`src/design/spd_pkg.sv`:
```
// package: shared types and constants of the solenoid pulse driver
`default_nettype none
package spd_pkg;

	// operation codes of an input item
	localparam logic [1:0] OP_ENGAGE = 2'd0;
	localparam logic [1:0] OP_REST   = 2'd1;
	localparam logic [1:0] OP_TICK   = 2'd2;

	// configuration register indexes
	localparam logic [1:0] REG_FORCE_MAX   = 2'd0;
	localparam logic [1:0] REG_FORCE_MIN   = 2'd1;
	localparam logic [1:0] REG_FORCE_SCALE = 2'd2;
	localparam logic [1:0] REG_PULSE_DUR   = 2'd3;

	// field widths
	localparam int FORCE_W = 16;
	localparam int DUR_W   = 18;
	localparam int CFG_W   = 18;
	localparam int IDX_W   = 2;

	// longest accepted pulse duration in ticks
	localparam logic [DUR_W-1:0] TIME_LIMIT = 18'd250000;
	// full scale of force and duty
	localparam logic [FORCE_W-1:0] FULL_SCALE = 16'hFFFF;

	// controller to datapath commands
	typedef struct packed {
		logic load;
		logic mul1;
		logic div1;
		logic mul2;
		logic div2;
		logic commit;
	} spd_cmd_t;

	// datapath to controller status
	typedef struct packed {
		logic need_calc;
	} spd_status_t;

endpackage
`default_nettype wire

```
`src/design/spd_if.sv`:
```
// interfaces: input item channel and result item channel
`default_nettype none
interface spd_in_if;
	logic        valid;
	logic        ready;
	logic [1:0]  operation;
	logic [15:0] force_req;

	modport source (output valid, output operation, output force_req, input ready);
	modport sink (input valid, input operation, input force_req, output ready);
endinterface

interface spd_out_if;
	logic        valid;
	logic        ready;
	logic [15:0] duty;
	logic        engaged;
	logic        timed_out;

	modport source (output valid, output duty, output engaged, output timed_out, input ready);
	modport sink (input valid, input duty, input engaged, input timed_out, output ready);
endinterface
`default_nettype wire

```
`src/design/spd_ctrl.sv`:
```
// controller: sequences the duty computation and the result handoff
`default_nettype none
module spd_ctrl
	import spd_pkg::*;
(
	input  wire logic        clk,
	input  wire logic        arst_n,
	input  wire logic        in_valid,
	output logic             in_ready,
	output logic             out_valid,
	input  wire logic        out_ready,
	input  wire spd_status_t status,
	output spd_cmd_t         cmd
);

	typedef enum logic [5:0] {
		ST_IDLE = 6'b000001,
		ST_MUL1 = 6'b000010,
		ST_DIV1 = 6'b000100,
		ST_MUL2 = 6'b001000,
		ST_DIV2 = 6'b010000,
		ST_FIN  = 6'b100000
	} state_t;

	state_t state_q, state_d;
	logic   out_valid_q;
	logic   accept;
	logic   out_free;

	assign in_ready  = (state_q == ST_IDLE);
	assign accept    = in_valid && in_ready;
	assign out_free  = !out_valid_q || out_ready;
	assign out_valid = out_valid_q;

	// next state and commands
	always_comb begin
		state_d = state_q;
		cmd     = '0;
		case (state_q)
			ST_IDLE: begin
				if (accept) begin
					cmd.load = 1'b1;
					state_d  = status.need_calc ? ST_MUL1 : ST_FIN;
				end
			end
			ST_MUL1: begin
				cmd.mul1 = 1'b1;
				state_d  = ST_DIV1;
			end
			ST_DIV1: begin
				cmd.div1 = 1'b1;
				state_d  = ST_MUL2;
			end
			ST_MUL2: begin
				cmd.mul2 = 1'b1;
				state_d  = ST_DIV2;
			end
			ST_DIV2: begin
				cmd.div2 = 1'b1;
				state_d  = ST_FIN;
			end
			ST_FIN: begin
				if (out_free) begin
					cmd.commit = 1'b1;
					state_d    = ST_IDLE;
				end
			end
			default: state_d = ST_IDLE;
		endcase
	end

	// state and output valid registers
	always_ff @(posedge clk or negedge arst_n) begin
		if (!arst_n) begin
			state_q     <= ST_IDLE;
			out_valid_q <= 1'b0;
		end else begin
			state_q <= state_d;
			if (cmd.commit) begin
				out_valid_q <= 1'b1;
			end else if (out_ready) begin
				out_valid_q <= 1'b0;
			end
		end
	end

endmodule
`default_nettype wire

```
`src/design/spd_datapath.sv`:
```
// datapath: config registers, shared multiplier, divide by full scale, pulse state
`default_nettype none
module spd_datapath
	import spd_pkg::*;
(
	input  wire logic               clk,
	input  wire logic               arst_n,
	input  wire logic               cfg_we,
	input  wire logic [IDX_W-1:0]   cfg_index,
	input  wire logic [CFG_W-1:0]   cfg_data,
	input  wire logic [1:0]         in_operation,
	input  wire logic [FORCE_W-1:0] in_force_req,
	input  wire spd_cmd_t           cmd,
	output spd_status_t             status,
	output logic [FORCE_W-1:0]      duty,
	output logic                    engaged,
	output logic                    timed_out
);

	// floor(x / 65535) by shift estimate and one correction
	function automatic logic [FORCE_W-1:0] div_fs(input logic [2*FORCE_W-1:0] x);
		logic [FORCE_W-1:0] q0;
		logic [FORCE_W:0]   r0;
		q0 = x[2*FORCE_W-1:FORCE_W];
		r0 = {1'b0, x[FORCE_W-1:0]} + {1'b0, q0};
		return q0 + {{(FORCE_W-1){1'b0}}, (r0 >= {1'b0, FULL_SCALE})};
	endfunction

	logic [FORCE_W-1:0]   force_max_q, force_min_q, force_scale_q;
	logic [DUR_W-1:0]     pulse_dur_q;
	logic [1:0]           op_q;
	logic [FORCE_W-1:0]   force_q;
	logic [2*FORCE_W-1:0] prod_q;
	logic [FORCE_W-1:0]   a_q;
	logic [FORCE_W-1:0]   calc_duty_q;
	logic [DUR_W-1:0]     elapsed_q;
	logic [FORCE_W-1:0]   duty_q;
	logic                 engaged_q;
	logic                 timed_out_q;

	logic [FORCE_W-1:0]   span;
	logic [FORCE_W-1:0]   mul_a, mul_b;
	logic [FORCE_W-1:0]   b_div;
	logic [FORCE_W:0]     duty_sum;
	logic [DUR_W:0]       elapsed_next;

	assign status.need_calc = (in_operation == OP_ENGAGE) && (in_force_req != '0);

	// span clamps at zero when max is below min
	assign span  = (force_max_q > force_min_q) ? (force_max_q - force_min_q) : '0;
	assign mul_a = cmd.mul2 ? span : force_q;
	assign mul_b = cmd.mul2 ? a_q : force_scale_q;
	assign b_div = div_fs(prod_q);
	assign duty_sum = {1'b0, force_min_q} + {1'b0, b_div};
	assign elapsed_next = {1'b0, elapsed_q} + {{DUR_W{1'b0}}, 1'b1};

	// configuration registers
	always_ff @(posedge clk or negedge arst_n) begin
		if (!arst_n) begin
			force_max_q   <= FULL_SCALE;
			force_min_q   <= '0;
			force_scale_q <= FULL_SCALE;
			pulse_dur_q   <= '0;
		end else if (cfg_we) begin
			case (cfg_index)
				REG_FORCE_MAX:   force_max_q   <= cfg_data[FORCE_W-1:0];
				REG_FORCE_MIN:   force_min_q   <= cfg_data[FORCE_W-1:0];
				REG_FORCE_SCALE: force_scale_q <= cfg_data[FORCE_W-1:0];
				REG_PULSE_DUR: begin
					if (cfg_data[DUR_W-1:0] <= TIME_LIMIT) begin
						pulse_dur_q <= cfg_data[DUR_W-1:0];
					end
				end
				default: ;
			endcase
		end
	end

	// item latch and duty computation
	always_ff @(posedge clk) begin
		if (cmd.load) begin
			op_q    <= in_operation;
			force_q <= in_force_req;
		end
		if (cmd.mul1 || cmd.mul2) begin
			prod_q <= {{FORCE_W{1'b0}}, mul_a} * {{FORCE_W{1'b0}}, mul_b};
		end
		if (cmd.div1) begin
			a_q <= div_fs(prod_q);
		end
		if (cmd.div2) begin
			calc_duty_q <= duty_sum[FORCE_W] ? FULL_SCALE : duty_sum[FORCE_W-1:0];
		end
	end

	// pulse state and result registers, updated when the item commits
	always_ff @(posedge clk or negedge arst_n) begin
		if (!arst_n) begin
			elapsed_q   <= '0;
			duty_q      <= '0;
			engaged_q   <= 1'b0;
			timed_out_q <= 1'b0;
		end else if (cmd.commit) begin
			timed_out_q <= 1'b0;
			case (op_q)
				OP_ENGAGE: begin
					if (force_q != '0) begin
						duty_q    <= calc_duty_q;
						elapsed_q <= '0;
						engaged_q <= 1'b1;
					end
				end
				OP_REST: begin
					duty_q    <= '0;
					engaged_q <= 1'b0;
				end
				OP_TICK: begin
					if (engaged_q) begin
						if (pulse_dur_q != '0 && elapsed_next > {1'b0, pulse_dur_q}) begin
							duty_q      <= '0;
							engaged_q   <= 1'b0;
							timed_out_q <= 1'b1;
						end else if (elapsed_next[DUR_W]) begin
							elapsed_q <= '1;
						end else begin
							elapsed_q <= elapsed_next[DUR_W-1:0];
						end
					end
				end
				default: ;
			endcase
		end
	end

	assign duty      = duty_q;
	assign engaged   = engaged_q;
	assign timed_out = timed_out_q;

endmodule
`default_nettype wire

```
`src/design/solenoid_pulse_driver.sv`:
```
// top level: solenoid one-shot pulse driver
//
// Takes engage, rest and one-microsecond tick items and returns one result item
// per input item with the duty, the engaged flag and a timeout mark for the tick
// that ended the pulse. An engage with a nonzero force passes, after acceptance,
// twice through the shared 16x16 multiplier, each pass followed by a divide by
// 65535, and then through the commit step that registers its result. Rest, tick
// and ignored items go from acceptance straight to the commit step. No new item is
// taken until the current one has committed. A new item is taken while the
// previous result still waits at the output register; it then holds in its commit
// step until that result is taken. Configuration is written through cfg_we,
// cfg_index and cfg_data.
`default_nettype none
module solenoid_pulse_driver
	import spd_pkg::*;
(
	input  wire logic             clk,
	input  wire logic             arst_n,
	spd_in_if.sink                in_ch,
	spd_out_if.source             out_ch,
	input  wire logic             cfg_we,
	input  wire logic [IDX_W-1:0] cfg_index,
	input  wire logic [CFG_W-1:0] cfg_data
);

	spd_cmd_t    cmd;
	spd_status_t status;

	// control
	spd_ctrl u_ctrl (
		.clk       (clk),
		.arst_n    (arst_n),
		.in_valid  (in_ch.valid),
		.in_ready  (in_ch.ready),
		.out_valid (out_ch.valid),
		.out_ready (out_ch.ready),
		.status    (status),
		.cmd       (cmd)
	);

	// datapath
	spd_datapath u_datapath (
		.clk          (clk),
		.arst_n       (arst_n),
		.cfg_we       (cfg_we),
		.cfg_index    (cfg_index),
		.cfg_data     (cfg_data),
		.in_operation (in_ch.operation),
		.in_force_req (in_ch.force_req),
		.cmd          (cmd),
		.status       (status),
		.duty         (out_ch.duty),
		.engaged      (out_ch.engaged),
		.timed_out    (out_ch.timed_out)
	);

	// a timeout result reports a released solenoid
	a_timeout_released: assert property (@(posedge clk) disable iff (!arst_n)
		out_ch.valid && out_ch.timed_out |-> !out_ch.engaged && out_ch.duty == '0)
		else $error("timeout result still engaged");

	// released solenoid carries zero duty
	a_released_zero: assert property (@(posedge clk) disable iff (!arst_n)
		out_ch.valid && !out_ch.engaged |-> out_ch.duty == '0)
		else $error("released result with nonzero duty");

	// an accepted item leaves the idle state
	a_accept_busy: assert property (@(posedge clk) disable iff (!arst_n)
		in_ch.valid && in_ch.ready |=> !in_ch.ready)
		else $error("ready held after accepting an item");

endmodule
`default_nettype wire

```
`src/flat_wrapper.sv`:
```
// flat-port wrapper written by rule: the top's interface ports become plain ports
module solenoid_pulse_driver_flat import spd_pkg::*;
  (clk, arst_n, cfg_we, cfg_index, cfg_data, in_ch_valid, in_ch_operation, in_ch_force_req, in_ch_ready, out_ch_valid, out_ch_duty, out_ch_engaged, out_ch_timed_out, out_ch_ready);
  spd_in_if in_ch_i ();
  spd_out_if out_ch_i ();
  input  wire logic clk;
  input  wire logic arst_n;
  input  wire logic cfg_we;
  input  wire logic [IDX_W-1:0] cfg_index;
  input  wire logic [CFG_W-1:0] cfg_data;
  input wire logic [$bits(in_ch_i.valid)-1:0] in_ch_valid;
  input wire logic [$bits(in_ch_i.operation)-1:0] in_ch_operation;
  input wire logic [$bits(in_ch_i.force_req)-1:0] in_ch_force_req;
  output wire logic [$bits(in_ch_i.ready)-1:0] in_ch_ready;
  output wire logic [$bits(out_ch_i.valid)-1:0] out_ch_valid;
  output wire logic [$bits(out_ch_i.duty)-1:0] out_ch_duty;
  output wire logic [$bits(out_ch_i.engaged)-1:0] out_ch_engaged;
  output wire logic [$bits(out_ch_i.timed_out)-1:0] out_ch_timed_out;
  input wire logic [$bits(out_ch_i.ready)-1:0] out_ch_ready;
  assign in_ch_i.valid = in_ch_valid;
  assign in_ch_i.operation = in_ch_operation;
  assign in_ch_i.force_req = in_ch_force_req;
  assign in_ch_ready = in_ch_i.ready;
  assign out_ch_valid = out_ch_i.valid;
  assign out_ch_duty = out_ch_i.duty;
  assign out_ch_engaged = out_ch_i.engaged;
  assign out_ch_timed_out = out_ch_i.timed_out;
  assign out_ch_i.ready = out_ch_ready;
  solenoid_pulse_driver u_core (.clk(clk), .arst_n(arst_n), .in_ch(in_ch_i), .out_ch(out_ch_i), .cfg_we(cfg_we), .cfg_index(cfg_index), .cfg_data(cfg_data));
endmodule
```
`config.mk`:
```
export PLATFORM = sky130hd
export DESIGN_NAME = solenoid_pulse_driver_flat
export DESIGN_NICKNAME = d
export VERILOG_FILES = /design/src/design/spd_pkg.sv /design/src/design/spd_if.sv /design/src/design/spd_ctrl.sv /design/src/design/spd_datapath.sv /design/src/design/solenoid_pulse_driver.sv /design/src/flat_wrapper.sv
export SDC_FILE = /design/constraint.sdc
export NUM_CORES = 1
export LEC_CHECK = 0
export ABC_AREA = 1
export BUFFER_PORTS_ARGS = -buffer_cell sky130_fd_sc_hd__clkbuf_2
export CORE_MARGIN = 4
export CORE_UTILIZATION = 55
export DETAILED_ROUTE_END_ITERATION = 6
export HOLD_SLACK_MARGIN = 0.08
export PLACE_DENSITY = 0.72
export SLEW_MARGIN = 20
export SYNTH_ARGS = -nofsm -noshare
export SYNTH_HDL_FRONTEND = slang
export SYNTH_SLANG_ARGS = --single-unit
```
`constraint.sdc`:
```
create_clock -name clk -period 8.1 [get_ports clk]
set_input_delay 2.025 -clock clk [delete_from_list [all_inputs] [get_ports clk]]
set_output_delay 2.025 -clock clk [all_outputs]
set_load 0.05 [all_outputs]
```
# After elaboration in Yosys (flattened, before gate mapping)
# Cells that the tools add are included.
[totals] regBits=191 latchBits=0 ram_bits=0 rom_bits=0 n_memories=0
[op_classes] addsub=5 mul=1 div=0 n_lt_le_gt_ge=4 n_eq_ne=17 n_shift=0 muxes=33 bitwise=0 reduce_logical=23
[op_table] cell="16-bit 2-to-1 mux" n=6
[op_table] cell="18-bit 2-to-1 mux" n=4
[op_table] cell="16-bit case mux with 3 select lines" n=1
[op_table] cell="18-bit case mux with 2 select lines" n=1
[op_table] cell="6-bit case mux with 6 select lines" n=1
[op_table] cell="16-bit by 16-bit adder with 17-bit output" n=2
[op_table] cell="16-bit by 16-bit multiplier with 32-bit output" n=1
[op_table] cell="16-bit nonzero test" n=2
[op_table] cell="18-bit by 1-bit adder with 19-bit output (second input constant)" n=1
[op_table] cell="19-bit by 18-bit greater-than comparator with 1-bit output" n=1
[op_table] cell="18-bit less-or-equal comparator (second input constant)" n=1
[op_table] cell="6-bit 2-to-1 mux" n=3
[op_table] cell="18-bit nonzero test" n=1
[op_table] cell="17-bit by 16-bit greater-or-equal comparator with 1-bit output (second input constant)" n=1
[op_table] cell="16-bit by 1-bit adder with 16-bit output" n=1
[op_table] cell="16-bit greater-than comparator" n=1
[op_table] cell="1-bit 2-to-1 mux" n=16
[op_table] cell="16-bit subtractor" n=1
[op_table] cell="2-bit inequality test (second input constant)" n=5
[op_table] cell="5-bit AND reduction" n=2
[op_table] cell="2-bit AND reduction" n=4
[op_table] cell="2-bit equality test (second input constant)" n=3
[op_table] cell="6-bit by 1-bit equality test with 1-bit output (second input constant)" n=1
[op_table] cell="6-bit by 2-bit equality test with 1-bit output (second input constant)" n=1
[op_table] cell="other kinds (14)" n=22

# Depth between registers and ports, before layout
# Gate-level depths: netlist of the first run.
[logic_depth] ltp_word=6 mapped_depth=40

# By module
# Synthesis of the first run repeated with hierarchy kept, for this count alone.
[hier_totals] hier_cells=2466 hier_area_um2=20145.6
[modules_own_cells] mod="spd_datapath" n_inst=1 cells_per_inst=2407 area_per_inst_um2=19705.1
[modules_own_cells] mod="spd_ctrl" n_inst=1 cells_per_inst=59 area_per_inst_um2=440.4

# Worst setup path before layout of the first run
# No wires, ideal clock.
[synth_timing] path_kind="reg-to-reg" from="register u_core.u_datapath.force_max_q[0]" to="register u_core.u_datapath.prod_q[27], data pin" setup_ns=0.252 arrival_time_ns=6.829 required_ns=7.848 path_slack_ns=1.019 stages_incl_launch_ff=38 period_less_slack_ns=7.081 path_cell_list="dfstp_2 -> inv_1 -> ha_1 -> inv_1 -> fa_1 -> nand2_1 -> nand2_1 -> o21ai_2 -> o21ai_2 -> nand2_2 -> a21oi_4 -> buf_6 -> nand2_1 -> o21ai_2 -> buf_4 -> nand2_1 -> fa_1 -> inv_1 -> [2 not listed] -> fa_1 -> inv_1 -> fa_1 -> fa_1 -> inv_1 -> fa_1 -> inv_1 -> ha_1 -> a21oi_1 -> a21boi_0 -> a21boi_0 -> inv_1 -> nand2_1 -> nand2_1 -> nand2_1 -> nand2_1 -> nand2_1 -> nand2_1"
[synth_between] elab_chain_cells=4 elab_cells_between_ends=5 classes_between="add/sub (1); mul (1); order compare (1); mux (2)"
[synth_rtl] item="from (decl)" line_no="spd_datapath.sv:29" source="logic [FORCE_W-1:0] force_max_q, force_min_q, force_scale_q;"
[synth_rtl] item="from (signal assigned)" line_no="spd_datapath.sv:66" source="REG_FORCE_MAX: force_max_q <= cfg_data[FORCE_W-1:0];"
[synth_rtl] item="16-bit subtractor / 16-bit greater-than comparator (equally long branches)" line_no="spd_datapath.sv:50" source="assign span = (force_max_q > force_min_q) ? (force_max_q - force_min_q) : '0;"
[synth_rtl] item="16-bit 2-to-1 mux (*)" line_no="spd_datapath.sv:50"
[synth_rtl] item="16-bit 2-to-1 mux (*)" line_no="spd_datapath.sv:51" source="assign mul_a = cmd.mul2 ? span : force_q;"
[synth_rtl] item="16-bit by 16-bit multiplier with 32-bit output (*)" line_no="spd_datapath.sv:86" source="prod_q <= {{FORCE_W{1'b0}}, mul_a} * {{FORCE_W{1'b0}}, mul_b};"
[synth_rtl] item="to (signal assigned)" line_no="spd_datapath.sv:86"
[synth_rtl] item="to (decl)" line_no="spd_datapath.sv:33" source="logic [2*FORCE_W-1:0] prod_q;"
# Every way passes the cells marked *; elsewhere a longest branch is shown, timed or not.
# A chain may end at the register's enable or synchronous reset.

# Worst setup path after layout of the first run
[layout_timing] from="register u_core.u_datapath.force_max_q[0]" to="register u_core.u_datapath.prod_q[25], data pin"
# The elaborated chain is that of the path after synthesis.

==> results.cfg, run 1 <==
[setup_path]
required_ps = 8310
crit_buf_inv = 7
crit_slowest_cell = fa_1
critPathKind = reg2reg
r2r-start = u_core.u_datapath.force_max_q[0]
critPathMaxFanout = 9
critPathLaunchType = register
reg2reg_to = u_core.u_datapath.prod_q[25]
ff2ff_setup_slack_ps = 320
cp_top_family = adder cells
arrival_ps = 8000
cp_common_cell = fa_1
crit_path_max_incr_delay_ps = 570
critPathCaptureType = register
r2r_cells = 31

[sta]
finalMaxSlewViolations = 0
hold_viol = 0
setup_violations = 0
fin_crit_sh = 0.9610
finalClockSkew_ps = 9.199
slew_headroom = 0.2857
worst_pin_slew_ps = 1068
finalCriticalPeriod_ps = 7784
rsz0062_at_grt = true
hold_slack_ps = 468.6
fmax_ghz = 0.1285

[global_routing]
grt_max_degree = 76
grt_pass1_wl_mm = 90.32
first_global_vias = 16850
grt_use_total = 0.2912
antenna_found_initial = 0
grt_overflow = 0

[clock_tree]
cts_tree = done
htree_levels = 4
cts-buffers-inserted = 17
cts_sinks = 191
clock_latency_ps = 470
cts_buffer_depth = 2
clk_pin_slew_ps = 80
cts.root.buffer_cell = clkbuf_16

[finish]
fin_util = 0.6061
diodes = 0
fin_area_sq_um = 21770
syn_to_final_growth_pct = 7.761
drive_gt1_frac = 0.08689
fin_nets = 2982

[yosys]
synthTopCellsByArea = fa_1 (20%), edfxtp_1 (12%), ha_1 (11%)
yosysTopAreaCellShare = 0.1952
yosysSeqAreaShare = 0.2590
synth_nets = 2917
syn_avg_cell_area_sq_um = 8.080
synth-seq-cells = 191
async_flop_share = 0.5707
synth_top_area_cell = fa_1
synth_common_cells = nand2_1 (585), inv_1 (485), fa_1 (197)
ys_types = 50
synth_flop_cell = edfxtp_1
ys_warn_count = 0
synth_edf_count = 82
synth_area_sq_um = 20200
synth.most_common_cell = nand2_1
netlist_instances = 2500

[min_path]
worstHoldStart = u_core.u_datapath.duty[1]
min_to = u_core.u_datapath.duty[1]
min_path_type = reg2reg
whs_path_depth = 2

[drt]
drc = 0
detail_route.wl_per_cell_microns = 18.58
drtAntennaViolNets = 0
drt_iter0_markers = 1578
routed_wl_mm = 56.47
vias_per_cell = 5.590
dr.pass1.iters = 7
num_vias = 16990

[die]
start_util = 0.5624
rows = 69
die_y_microns = 199.6
pin_count = 63
core_sq_um = 35910
die_area_sq_um = 39860
die_x_microns = 199.6

[placement]
placed_cell_area_sq_um = 21050
io_buffers = 62
place_congestion = 0.9439
dp_hpwl_mm = 46.67

[status]
status = complete, no violations

[run]
drv_cap = 0
==> routing by layer <==
layer | up-vias | GRT usage | wire length (microns)
li1 | 8039 | - | -
met4 | 0 | 0.1072 | 2098
met5 | - | 0 | 0
met3 | 139 | 0.04620 | 3911
met2 | 670 | 0.4977 | 27400
met1 | 8140 | 0.3758 | 23060
==> through the flow <==
stage / setup TNS, ps / std cells / setup slack (ps)
after floorplan: 0 / 2500 / 1019
after CTS: 0 / 3033 / 75.12
final: 0 / 3039 / 315.8
after global placement: 0 / 3001 / 266.8
after global routing: -34.04 / 3039 / -27.56
after detailed placement: 0 / 3001 / 123.2
==> worst max path at each step <==
| stage | start | endpoint | slack, ps | depth (start not counted) |
|---|---|---|---|---|
| floorplan | u_core.u_datapath.force_max_q[0] | u_core.u_datapath.prod_q[27] | 1020 | 37 |
| global placement | u_core.u_datapath.force_max_q[0] | u_core.u_datapath.prod_q[25] | 270 | 29 |
| detailed placement | u_core.u_datapath.force_max_q[0] | u_core.u_datapath.prod_q[25] | 120 | 29 |
| CTS | u_core.u_datapath.force_max_q[0] | u_core.u_datapath.prod_q[25] | 80 | 29 |
| global route | u_core.u_datapath.force_max_q[0] | u_core.u_datapath.prod_q[26] | -30 | 34 |
| finish | u_core.u_datapath.force_max_q[0] | u_core.u_datapath.prod_q[25] | 320 | 31 |
==> registers in the layout, summed over array words and instances, names as in the netlist <==
register / flops
u_core.u_datapath.calc_duty_q: 16
u_core.u_datapath.prod_q: 32
u_core.u_datapath.duty: 16
u_core.u_datapath.pulse_dur_q: 18
u_core.u_datapath.force_scale_q: 16
u_core.u_ctrl.state_q: 6
u_core.u_datapath.force_max_q: 16
u_core.u_datapath.force_min_q: 16
u_core.u_datapath.a_q: 16
u_core.u_ctrl.out_valid: 1
u_core.u_datapath.op_q: 2
u_core.u_datapath.elapsed_q: 18
u_core.u_datapath.engaged: 1
u_core.u_datapath.timed_out: 1
u_core.u_datapath.force_q: 16
==> cell families (layout without fill, tap and decap cells) <==
family	count (synthesis)	after routing	share of synthesized area
AO/OA/AOI/OAI	327	327	0.08858
buffers and inverters	551	629	0.1072
XOR/XNOR	73	73	0.03165
flip-flops	191	191	0.2590
AND/OR/NAND/NOR	984	984	0.2087
adder cells (fa/ha/maj)	374	374	0.3049
==> tightest hold or removal path, cell delays in order (launching register included) <==
cell	delay (ps)
dfrtp_1	340
nand2_1	50
nand2_1	40
==> area by class of cell <==
type,count,area [sq um]
repair buffers,102,613.1
clock buffers,17,425.4
multi-input cells,1758,12880
inverters,495,1863
flip-flops and latches,191,5231
clock inverters,15,176.4
fillers,3236,14150
well taps,461,576.8
==> repair_timing <==
action,4_1_cts,5_1_grt
resized for setup,0,16
hold buffers,0,0
endpoints found under the setup margin,0,19
setup buffers,0,6
==> cells in the final DEF, fill, tap and decap left out, types with 4 or more instances in the layout <==
master / n
nand2_1: 581
inv_1: 484
fa_1: 197
ha_1: 177
nor2_1: 168
a21oi_1: 155
o21ai_0: 112
nand3_1: 96
edfxtp_1: 82
dfrtp_1: 76
clkbuf_2: 61
xor2_1: 50
nand4_1: 47
buf_4: 41
dfstp_2: 33
nor3_1: 23
xnor2_1: 23
clkbuf_16: 17
nand2_2: 15
nor4_1: 15
o21ai_2: 9
o21bai_1: 9
and2_1: 8
a21o_1: 7
o21ai_1: 7
o21a_1: 5
a31oi_1: 5
clkinv_1: 5
inv_2: 5
nand3b_1: 5
a21boi_0: 4
nand3_4: 4
nand2_4: 4
clkinv_4: 4
Power of run 1 is left out: the tool's default activity adds up to more than one toggle a clock period on the data nets, which glitch-free logic cannot reach.
==> inputs of run 2 (changes only) <==
--- a/config.mk
+++ b/config.mk
@@ -5,13 +5,12 @@
 export SDC_FILE = /design/constraint.sdc
 export NUM_CORES = 1
 export LEC_CHECK = 0
-export ABC_AREA = 1
-export BUFFER_PORTS_ARGS = -buffer_cell sky130_fd_sc_hd__clkbuf_2
+export ABC_AREA = 0
 export CORE_MARGIN = 4
 export CORE_UTILIZATION = 55
 export DETAILED_ROUTE_END_ITERATION = 6
-export HOLD_SLACK_MARGIN = 0.08
-export PLACE_DENSITY = 0.72
+export DONT_BUFFER_PORTS = 1
+export PLACE_DENSITY = 0.7
 export SLEW_MARGIN = 20
 export SYNTH_ARGS = -nofsm -noshare
 export SYNTH_HDL_FRONTEND = slang
==> run 2 against run 1 <==
  * The run now ends with design-rule violations, negative setup slack left
  * Routed wire length decreased by 6.9%
  * Register-to-register slack got worse by 600 ps
  * Synthesized cell count decreased by 20%
  * Clock-buffer cell count increased by 3
  * Clock skew increased by 9.4 ps
  * Non-clock buffer count increased by 95
  * First-iteration DRC count decreased by 34%
  * Utilization increased by 4.0 points
  * Cell count decreased by 14%
  * Worst hold slack improved by 32 ps
  * Critical endpoint is now u_core.u_datapath.prod_q[31]
  * Highest routed layer unchanged
==> results.cfg, run 2 <==
[status]
status = complete, but fails checks
violations = design-rule violations, negative setup slack

[yosys]
synth_nets = 2414
ys_warn_count = 0
synth_top_area_cell = fa_1
synth-seq-cells = 191
async_flop_share = 0.5707
yosysTopAreaCellShare = 0.2048
synth_common_cells = inv_1 (289), nand2_1 (259), fa_1 (197)
synth_flop_cell = edfxtp_1
synth_area_sq_um = 19250
yosysSeqAreaShare = 0.2717
synth_edf_count = 82
ys_types = 82
synth.most_common_cell = inv_1
syn_avg_cell_area_sq_um = 9.642
netlist_instances = 1997
synthTopCellsByArea = fa_1 (20%), edfxtp_1 (13%), ha_1 (12%)

[setup_path]
arrival_ps = 8590
critPathKind = reg2reg
critPathMaxFanout = 6
critPathLaunchType = register
required_ps = 8300
r2r_cells = 34
ff2ff_setup_slack_ps = -280
r2r-start = u_core.u_datapath.force_min_q[0]
crit_path_max_incr_delay_ps = 590
cp_common_cell = fa_1
reg2reg_to = u_core.u_datapath.prod_q[31]
crit_slowest_cell = fa_1
critPathCaptureType = register

[finish]
drive_gt1_frac = 0.2043
fin_nets = 2577
top_regs = u_core.u_datapath.prod_q: 32 flops, u_core.u_datapath.elapsed_q: 18 flops, u_core.u_datapath.pulse_dur_q: 18 flops
syn_to_final_growth_pct = 15.86
diodes = 0
final_cell_mix = inv_1 (277), nand2_1 (255), fa_1 (187)
fin_util = 0.6458
layout_commonest_cell = inv_1
fillCellCount = 2788
largest-register = u_core.u_datapath.prod_q
register_area_sq_um = 5231
largest_reg_flops = 32
multi_input_area_sq_um = 13200
final_cells = 2628

[clock_tree]
clk_pin_slew_ps = 80
cts-buffers-inserted = 17
cts_sinks = 191
cts_buffer_depth = 2
cts.root.buffer_cell = clkbuf_16
clock_latency_ps = 450
cts_tree = done
ctsHoldBuffers = 0
htree_levels = 4

[global_routing]
antenna_found_initial = 1
use_met3 = 0.06194
grt_max_degree = 110
globalRouteMet1Util = 0.3574
grt_use_total = 0.2786
first_global_vias = 15580
grtUsageMet2 = 0.4643
grt_overflow = 0
top_usage_layer = met2
grt_pass1_wl_mm = 83.42

[min_path]
min_path_type = reg2reg
min_to = u_core.u_datapath.pulse_dur_q[16]
whs_path_depth = 1
worstHoldStart = u_core.u_datapath.pulse_dur_q[16]

[sta]
hold_viol = 0
slew_headroom = 0.3289
worst_pin_slew_ps = 1007
finalCriticalPeriod_ps = 8384
postLayoutSetupSlackWorst_ps = -284.2
finalMaxSlewViolations = 0
setup_violations = 10
rsz0062_at_grt = true
fin_crit_sh = 1.035
fmax_ghz = 0.1193
finalClockSkew_ps = 18.57

[drt]
drc = 1
dr.pass1.iters = 7
drt_iter0_markers = 1036
detail_route.wl_per_cell_microns = 20.00
vias_per_cell = 5.803
num_vias = 15250
routed_wl_mm = 52.57
drtAntennaViolNets = 0

[die]
pin_count = 63
start_util = 0.5574
die_x_microns = 195.1
core_sq_um = 34540
die_area_sq_um = 38070
die_y_microns = 195.1
rows = 68

[placement]
io_buffers = 0
place_congestion = 0.9808
dp_cells = 2560
dp_hpwl_mm = 41.95

[run]
drv_cap = 0
-- run 2: cell types whose count changed after synthesis, sizes merged, moves of 20 or more --
cell,change
nand4,-25
nand2b,+20
nand2,-341
o21ai,-73
xnor2,+25
nor2b,+28
a21oi,-74
inv,-201
mux2,+64
xor2,-21
nand3,-76
-- run 2: worst max-delay path: cells and delay by family, from the launching register on --
kind                       cells  cell delay, ps
xor gates and xnor gates       1             110
and+or+nand+nor                6             980
adders and majority gates      9            3870
AOI/OAI and AO/OA             11            2090
DFF                            1             400
buffers and inverters          7             660
-- run 2: stage by stage --
stage | worst slack, ps | TNS, ps | hold slack, ps | instance area [sq um]
CTS | -181.1 | -500.0 | 504.2 | 22120
detailed placement | -580.0 | -5169 | 486.0 | 20890
finish | -284.2 | -1399 | 500.7 | 22310
global route | -592.8 | -4492 | 515.7 | 22310
global placement | -359.3 | -2947 | 479.3 | 20890
floorplan | 5.090 | 0 | 460.0 | 19280
-- run 2: worst max-delay path by stage --
stage	to	slack [ps]	startpoint
floorplan	u_core.u_datapath.prod_q[21]	5	u_core.u_datapath.force_max_q[0]
global placement	u_core.u_datapath.prod_q[30]	-360	u_core.u_datapath.force_min_q[1]
detailed placement	u_core.u_datapath.prod_q[31]	-580	u_core.u_datapath.force_min_q[1]
CTS	u_core.u_datapath.prod_q[30]	-180	u_core.u_datapath.force_max_q[0]
global route	u_core.u_datapath.prod_q[30]	-590	u_core.u_datapath.force_max_q[0]
finish	u_core.u_datapath.prod_q[31]	-280	u_core.u_datapath.force_min_q[0]
-- run 2: logic make-up (layout without fill, tap and decap cells) --
kind of cell,Yosys count,after routing,share of synthesized area
simple gates,633,633,0.1474
fa+ha+maj,374,374,0.3198
buf+inv,342,518,0.06901
compound gates,298,298,0.1103
flops,191,191,0.2717
mux,82,82,0.04679
xor+xnor,77,77,0.03502
-- run 2: metal layers --
layer / wire length, microns / part of all wire
met2: 25270 / 0.48
met1: 20970 / 0.40
met3: 3872 / 0.074
met4: 2454 / 0.047
met5: 0 / 0
-- run 2: timing repair --
action	CTS	global route
gates resized for setup	86	25
pin swaps	71	39
buffers inserted	27	7
gates cloned	2	0
setup endpoints to repair	16	16
endpoints found under the hold margin	0	0
-- run 2: area by class of cell --
class | count | area share
multi-input cells | 1464 | 0.5915
well taps | 455 | 0.02552
clock inverters | 12 | 0.005833
clock buffers | 20 | 0.02148
repair buffers | 197 | 0.07241
inverters | 289 | 0.04874
flip-flops and latches | 191 | 0.2345
Power of run 2 is left out for the same reason.
